$ cat src/rtl/spq_pkg.sv
// Shared constants, codes and types of the sorted priority task queue.
package spq_pkg;

	localparam int DEPTH = 16;
	localparam int ID_W  = 16;
	localparam int PRI_W = 8;
	localparam int CNT_W = $clog2(DEPTH + 1);

	typedef enum logic [1:0] {
		OP_INSERT = 2'd0,
		OP_POP    = 2'd1,
		OP_REMOVE = 2'd2
	} opcode_t;

	typedef enum logic [1:0] {
		ST_OK       = 2'd0,
		ST_EMPTY    = 2'd1,
		ST_NOTFOUND = 2'd2,
		ST_FULL     = 2'd3
	} status_t;

	// Command broadcast to every cell; the strobes are already qualified.
	typedef struct packed {
		logic             ins;
		logic             pop;
		logic             rem;
		logic [ID_W-1:0]  id;
		logic [PRI_W-1:0] pri;
	} spq_ctrl_t;

endpackage

$ cat src/rtl/sorted_priority_task_queue_top.sv
// Top level of the sorted priority task queue: cell row, task count and result register.
//
// Input channel: opcode, task_id and priority_req move in one transaction when
// in_valid is high and in_stall is low. Insert places the task behind every
// held task of equal or higher priority; pop returns the head; remove deletes
// the first task from the head with a matching identifier.
// Output channel: status, out_id, out_priority and occupancy move when
// out_valid is high and out_stall is low. Every input transaction yields
// exactly one result.
// The result is registered at the edge that accepts the command. One command
// per cycle is taken while the result register is empty or being drained;
// every cell compares and shifts in that same cycle, and a remove resolves
// its first match along the row of cells.
// When the receiver stalls with a result held, in_stall rises and the
// result stays put until taken.
// Reset empties the queue and clears out_valid and status, not the payload;
// the slot contents are not cleared and are never read before they are written.
module sorted_priority_task_queue_top import spq_pkg::*; (
	input  logic             clk,
	input  logic             arst_n,
	input  logic             in_valid,
	output logic             in_stall,
	input  logic [1:0]       opcode,
	input  logic [ID_W-1:0]  task_id,
	input  logic [PRI_W-1:0] priority_req,
	output logic             out_valid,
	input  logic             out_stall,
	output logic [1:0]       status,
	output logic [ID_W-1:0]  out_id,
	output logic [PRI_W-1:0] out_priority,
	output logic [CNT_W-1:0] occupancy
);

	logic [CNT_W-1:0] count_q;
	logic             out_valid_q;
	status_t          status_q;
	logic [ID_W-1:0]  out_id_q;
	logic [PRI_W-1:0] out_pri_q;

	logic             accept;
	logic             full;
	logic             empty;
	spq_ctrl_t        ctrl;

	logic [ID_W-1:0]  cell_id  [DEPTH];
	logic [PRI_W-1:0] cell_pri [DEPTH];
	logic             cell_ge  [DEPTH];
	logic             found    [DEPTH+1];
	logic [ID_W-1:0]  sel_id   [DEPTH+1];
	logic [PRI_W-1:0] sel_pri  [DEPTH+1];

	assign in_stall = out_valid_q && out_stall;
	assign accept   = in_valid && !in_stall;
	assign full     = (count_q == CNT_W'(DEPTH));
	assign empty    = (count_q == '0);

	assign ctrl.ins = accept && (opcode == OP_INSERT) && !full;
	assign ctrl.pop = accept && (opcode == OP_POP) && !empty;
	assign ctrl.rem = accept && (opcode == OP_REMOVE);
	assign ctrl.id  = task_id;
	assign ctrl.pri = priority_req;

	assign found[0]   = 1'b0;
	assign sel_id[0]  = '0;
	assign sel_pri[0] = '0;

	for (genvar i = 0; i < DEPTH; i++) begin : g_cell
		logic             p_ge;
		logic [ID_W-1:0]  p_id;
		logic [PRI_W-1:0] p_pri;
		logic [ID_W-1:0]  n_id;
		logic [PRI_W-1:0] n_pri;

		if (i == 0) begin : g_head
			assign p_ge  = 1'b1;
			assign p_id  = '0;
			assign p_pri = '0;
		end else begin : g_body
			assign p_ge  = cell_ge[i-1];
			assign p_id  = cell_id[i-1];
			assign p_pri = cell_pri[i-1];
		end

		if (i == DEPTH - 1) begin : g_tail
			assign n_id  = cell_id[i];
			assign n_pri = cell_pri[i];
		end else begin : g_inner
			assign n_id  = cell_id[i+1];
			assign n_pri = cell_pri[i+1];
		end

		spq_cell u_cell (
			.clk         (clk),
			.ctrl        (ctrl),
			.active      (CNT_W'(i) < count_q),
			.prev_ge     (p_ge),
			.prev_id     (p_id),
			.prev_pri    (p_pri),
			.next_id     (n_id),
			.next_pri    (n_pri),
			.found_in    (found[i]),
			.sel_id_in   (sel_id[i]),
			.sel_pri_in  (sel_pri[i]),
			.ge          (cell_ge[i]),
			.found_out   (found[i+1]),
			.sel_id_out  (sel_id[i+1]),
			.sel_pri_out (sel_pri[i+1]),
			.id          (cell_id[i]),
			.pri         (cell_pri[i])
		);
	end

	always_ff @(posedge clk or negedge arst_n) begin
		if (!arst_n) begin
			count_q     <= '0;
			out_valid_q <= 1'b0;
			status_q    <= ST_OK;
		end else begin
			if (accept) begin
				out_valid_q <= 1'b1;
				status_q    <= ST_OK;
				case (opcode)
					OP_INSERT: begin
						if (full) begin
							status_q <= ST_FULL;
						end else begin
							count_q <= count_q + 1'b1;
						end
					end
					OP_POP: begin
						if (empty) begin
							status_q <= ST_EMPTY;
						end else begin
							count_q <= count_q - 1'b1;
						end
					end
					OP_REMOVE: begin
						if (empty) begin
							status_q <= ST_EMPTY;
						end else if (!found[DEPTH]) begin
							status_q <= ST_NOTFOUND;
						end else begin
							count_q <= count_q - 1'b1;
						end
					end
					default: begin
						status_q <= ST_OK;
					end
				endcase
			end else if (!out_stall) begin
				out_valid_q <= 1'b0;
			end
		end
	end

	// Result payload; the reported task is the head for pop, the match for remove.
	always_ff @(posedge clk) begin
		if (accept) begin
			if (ctrl.pop) begin
				out_id_q  <= cell_id[0];
				out_pri_q <= cell_pri[0];
			end else if (ctrl.rem) begin
				out_id_q  <= sel_id[DEPTH];
				out_pri_q <= sel_pri[DEPTH];
			end else begin
				out_id_q  <= '0;
				out_pri_q <= '0;
			end
		end
	end

	assign out_valid    = out_valid_q;
	assign status       = status_q;
	assign out_id       = out_id_q;
	assign out_priority = out_pri_q;
	assign occupancy    = count_q;

endmodule

$ cat src/rtl/spq_cell.sv
// One slot of the sorted queue: holds a task and shifts it toward its neighbors.
module spq_cell import spq_pkg::*; (
	input  logic             clk,
	input  spq_ctrl_t        ctrl,
	input  logic             active,
	input  logic             prev_ge,
	input  logic [ID_W-1:0]  prev_id,
	input  logic [PRI_W-1:0] prev_pri,
	input  logic [ID_W-1:0]  next_id,
	input  logic [PRI_W-1:0] next_pri,
	input  logic             found_in,
	input  logic [ID_W-1:0]  sel_id_in,
	input  logic [PRI_W-1:0] sel_pri_in,
	output logic             ge,
	output logic             found_out,
	output logic [ID_W-1:0]  sel_id_out,
	output logic [PRI_W-1:0] sel_pri_out,
	output logic [ID_W-1:0]  id,
	output logic [PRI_W-1:0] pri
);

	logic [ID_W-1:0]  id_q;
	logic [PRI_W-1:0] pri_q;
	logic             match;

	assign ge    = active && (pri_q >= ctrl.pri);
	assign match = active && (id_q == ctrl.id);
	assign found_out = found_in | match;

	// The first match from the head wins; later cells pass its value along.
	always_comb begin
		if (found_in) begin
			sel_id_out  = sel_id_in;
			sel_pri_out = sel_pri_in;
		end else if (match) begin
			sel_id_out  = id_q;
			sel_pri_out = pri_q;
		end else begin
			sel_id_out  = '0;
			sel_pri_out = '0;
		end
	end

	always_ff @(posedge clk) begin
		if (ctrl.ins && !ge) begin
			if (prev_ge) begin
				id_q  <= ctrl.id;
				pri_q <= ctrl.pri;
			end else begin
				id_q  <= prev_id;
				pri_q <= prev_pri;
			end
		end else if (ctrl.pop || (ctrl.rem && found_out)) begin
			id_q  <= next_id;
			pri_q <= next_pri;
		end
	end

	assign id  = id_q;
	assign pri = pri_q;

endmodule

$ cat config.mk
export PLATFORM = sky130hd
export DESIGN_NAME = sorted_priority_task_queue_top
export DESIGN_NICKNAME = d
export VERILOG_FILES = /design/src/rtl/spq_pkg.sv /design/src/rtl/sorted_priority_task_queue_top.sv /design/src/rtl/spq_cell.sv
export SDC_FILE = /design/constraint.sdc
export NUM_CORES = 1
export LEC_CHECK = 0
export BUFFER_PORTS_ARGS = -buffer_cell sky130_fd_sc_hd__clkbuf_2
export CAP_MARGIN = 5
export CORE_ASPECT_RATIO = 0.8
export CORE_MARGIN = 5
export CORE_UTILIZATION = 25
export DETAILED_ROUTE_END_ITERATION = 12
export RECOVER_POWER = 25
export REMOVE_ABC_BUFFERS = 1
export SLEW_MARGIN = 10
export SYNTH_ARGS = -nofsm -noshare
export SYNTH_HDL_FRONTEND = slang
export SYNTH_HIERARCHICAL = 1
export SYNTH_SLANG_ARGS = --single-unit
$ cat constraint.sdc
create_clock -name clk -period 9.7 [get_ports clk]
set_input_delay 0.97 -clock clk [delete_from_list [all_inputs] [get_ports clk]]
set_output_delay 0.97 -clock clk [all_outputs]
set_load 0.05 [all_outputs]
# Yosys cells after proc, flatten, opt, wreduce, memory -nomap -nowiden
# Index checks and enable logic that the tools add are counted.
# classes
addsub	2
order_cmp	32
eq_ne	24
mux	166
bitwise	15
n_reduce_logical	123
# ops
op	count
$mux 16	77
$mux 8	77
$eq 16x16->1	16
$ge 8x8->1	16
$logic_and 1x1->1	70
$lt 4x5->1 const A	8
$reduce_bool 2->1	15
$lt 3x5->1 const A	4
$mux 5	4
$logic_not 1->1	19
$logic_or 1x1->1	15
$or 1x1->1	15
$pmux 5 s3	1
$lt 1x5->1 const A	2
$lt 2x5->1 const A	2
$mux 2	3
$ne 2x2->1 const B	3
$pmux 2 s3	1
$reduce_and 6->1	1
$add 5x1->5 const B	1
$eq 5x5->1 const B	1
$logic_not 5->1	1
$sub 5x1->5 const B	1
$ne 2x1->1 const B	2
5 further kinds	7
# word_totals
register_bits	416
out_inout_bits	33
wordCells	399

# Logic depth before layout (Yosys ltp)
# depth
ltp_word	20
depth_mapped	56
depth_no_buf	55

# By module
# Netlist, hierarchy kept.
# modules_own_cells
module	n_inst	cells_each	area_each_um2	seq_area_each_um2
spq_cell	16	242	2331.0	720.7
sorted_priority_task_queue_top	1	195	1875.5	920.9

# Least setup slack after synthesis
# OpenSTA, ideal clock, no wires.
# synth_path
kind	input-to-reg
start	input task_id[5]
end	register g_cell[15].u_cell.id_q[0], enable pin
setup_time_ns	0.438
t_arrival_ns	7.273
required_ns	9.262
setup_slack_ns	1.988
stages	50
path_buffers	0
path_cell_list	xor2_1 -> nor4_1 -> nand2_1 -> o41a_2 -> inv_1 -> inv_1 -> o41a_2 -> inv_1 -> inv_1 -> o41a_2 -> inv_1 -> inv_1 -> o41a_2 -> inv_1 -> inv_1 -> o41a_2 -> inv_1 -> inv_1 -> [14 not listed] -> inv_1 -> o41a_2 -> inv_1 -> inv_1 -> o41a_2 -> inv_1 -> inv_1 -> o41a_2 -> inv_1 -> inv_1 -> o41a_2 -> inv_1 -> inv_1 -> o41a_2 -> inv_1 -> inv_1 -> o41a_2 -> o21ai_0
# synth_rtl
item	line_no	text
start: declaration	sorted_priority_task_queue_top.sv:24	input logic [ID_W-1:0] task_id,
end signal: assignment	spq_cell.sv:47	id_q <= ctrl.id;
end signal: assignment	spq_cell.sv:50	id_q <= prev_id;
end signal: assignment	spq_cell.sv:54	id_q <= next_id;
end: declaration	spq_cell.sv:22	logic [ID_W-1:0] id_q;

==> impl_metrics.yaml <==
run_status:
  status: "complete, but fails checks"
  violations: "max-capacitance violations, max-slew violations"
cts:
  clk_latency_ns: 0.62
  clockBufferDepth: 3
  cts_sinks: 416
  path_clk_slew_ns: 0.07
  root_buffer: "clkbuf_16"
  ctsHoldBuffers: 0
  numCtsBuffers: 47
  cts_resized: 0
  post_cts_buffers: 0
  cts_tree: "built"
  htreeDepth: 2
sta:
  drv_slew: 775
  rsz0062_at_grt: "false"
  maxClockFrequency_ghz: 0.133
  slew_headroom: -0.952
  tightest_slew_ns: 2.92
  finalClockSkew_ns: 0.0220
  fin_crit_ns: 7.51
  setup_viol: 0
  fin_crit_sh: 0.775
  final_hold_viol_count: 0
setup_path:
  r2r_slack_ns: 2.19
  end_kind: "flip-flop"
  timing.critical_path.arrival_ns: 7.94
  worstPathRequired_ns: 10.12
  r2r_start: "occupancy[4]"
  cp.buffers_inverters: 18
  r2r-end: "out_id[3]"
  cp.depth: 46
  crit_type: "flip-flop to flip-flop"
  crit_family: "compound AO/OA/AOI/OAI gates"
  crit_path_start_kind: "flip-flop"
  cp_max_fo: 48
  rr_worst_depth: 46
  slowest_stage: "dfrtp_1"
  critPathMaxStageDelay_ns: 0.88
routing:
  wl_per_cell_um: 21.9
  drc: 0
  routed_wl_um: 136000
  num_vias: 31200
  firstDrtPassIters: 6
  drtIter0Drc: 3539
  viasPerCell: 5.03
  drtAntennaViolNets: 0
cells_and_area:
  nNetsFinal: 4226
  design_area_um2: 42900
  area_growth_pct: 9.58
  drive_gt1_frac: 0.143
  num-fill-cells: 16400
  finish.cell_count_without_fillers: 6195
  layout.area.seq_um2: 12500
  multi_input_area_um2: 23200
pwr:
  ir_drop_v: 0.000110
  power.density_nw_per_um2: 154
  p_leak_nw: 15.7
grt:
  grt_max_degree: 50
  grt-ovfl-total: 0
  grt_pass1_wl_um: 199000
  grt_pass1_vias: 29800
  antenna_found_initial: 9
  track_usage: 0.158
logic_synthesis:
  yosysWarnings: 6
  avgSynthCellArea_um2: 9.63
  synth_cells: 4066
  syn_area_um2: 39200
run:
  max_cap_viol_count: 17
placed_design:
  gp_congestion: 0.926
  dp_hpwl_um: 100000
  dp_cells: 6107
  place_area_um2: 41700
  io_buffers: 62
floorplanning:
  start_util: 0.252
  die_w_um: 453
  die_area_um2: 165000
  core_region_area_um2: 155000
  rows: 129
  dieHeight_um: 364
  num_io_pins: 63
min_path:
  min_path_type: "input port to asynchronous set/reset pin"
==> worst max path at each step <==
| stage | startpoint | to | slack (ns) |
|---|---|---|---|
| 5_1_grt | occupancy[4] | out_id[3] | 1.91 |
| 3_5_place_dp | task_id[3] | out_id[3] | 2.01 |
| 6_report | occupancy[4] | out_id[3] | 2.19 |
| 2_1_floorplan | task_id[5] | g_cell[15].u_cell/id[0] | -20.40 |
| 3_3_place_gp | task_id[5] | out_id[3] | 1.99 |
| 4_1_cts | occupancy[4] | out_id[3] | 2.39 |
==> metrics by stage <==
step	utilization	setup TNS (ns)	setup slack, ns	power [mW]	hold slack, ns
3_5_place_dp	0.269	0	2.01	4.81	0.478
5_1_grt	0.277	0	1.91	6.87	0.294
6_report	0.277	0	2.19	6.60	0.263
2_1_floorplan	-	-3695.21	-20.40	3.98	0.596
4_1_cts	0.278	0	2.39	6.60	0.160
3_3_place_gp	0.269	0	1.99	4.77	0.485
==> flip-flops by register name (all words and copies together) (netlist names) <==
signal / count
out_id: 16
g_cell.u_cell/pri: 128
status: 2
out_valid: 1
g_cell.u_cell/id: 256
out_priority: 8
occupancy: 5
==> power by group <==
| part | switching (mW) | total (mW) | internal, mW | leakage, nW |
|---|---|---|---|---|
| Combinational | 1.49 | 2.26 | 0.767 | 11.1 |
| Sequential | 0.319 | 2.56 | 2.24 | 3.89 |
| Clock | 0.820 | 1.79 | 0.971 | 0.716 |
==> placed cells by master (no fill, tap or decap), types with 49 or more instances in the layout <==
cell type  instances
a21oi_1          424
buf_4             86
clkbuf_1          61
clkbuf_16         49
conb_1            53
edfxtp_1         408
ha_1             136
inv_1            569
mux2i_1          386
nand2_1          451
nand3_1           60
nor2_1           437
o21ai_0           51
o31ai_1           66
o31ai_4          320
xnor2_1          133
xor2_1           128
==> layer usage <==
metal  wire length [um]  track usage  vias to the layer above
met5                 92            0                        -
met4               2390       0.0285                        6
met3              17400       0.0617                      167
met2              55500        0.222                     1421
met1              60500        0.229                    15400
li1                   -            -                    14100
==> layout make-up <==
class | instances | share of cell area
inverters | 584 | 0.0511
repair buffers | 164 | 0.0227
clock buffers | 59 | 0.0294
well taps | 2096 | 0.0611
multi-input cells | 2847 | 0.541
flip-flops and latches | 416 | 0.290
clock inverters | 24 | 0.00379
diodes | 5 | 0.000292
(Power assumes the default switching activity.)
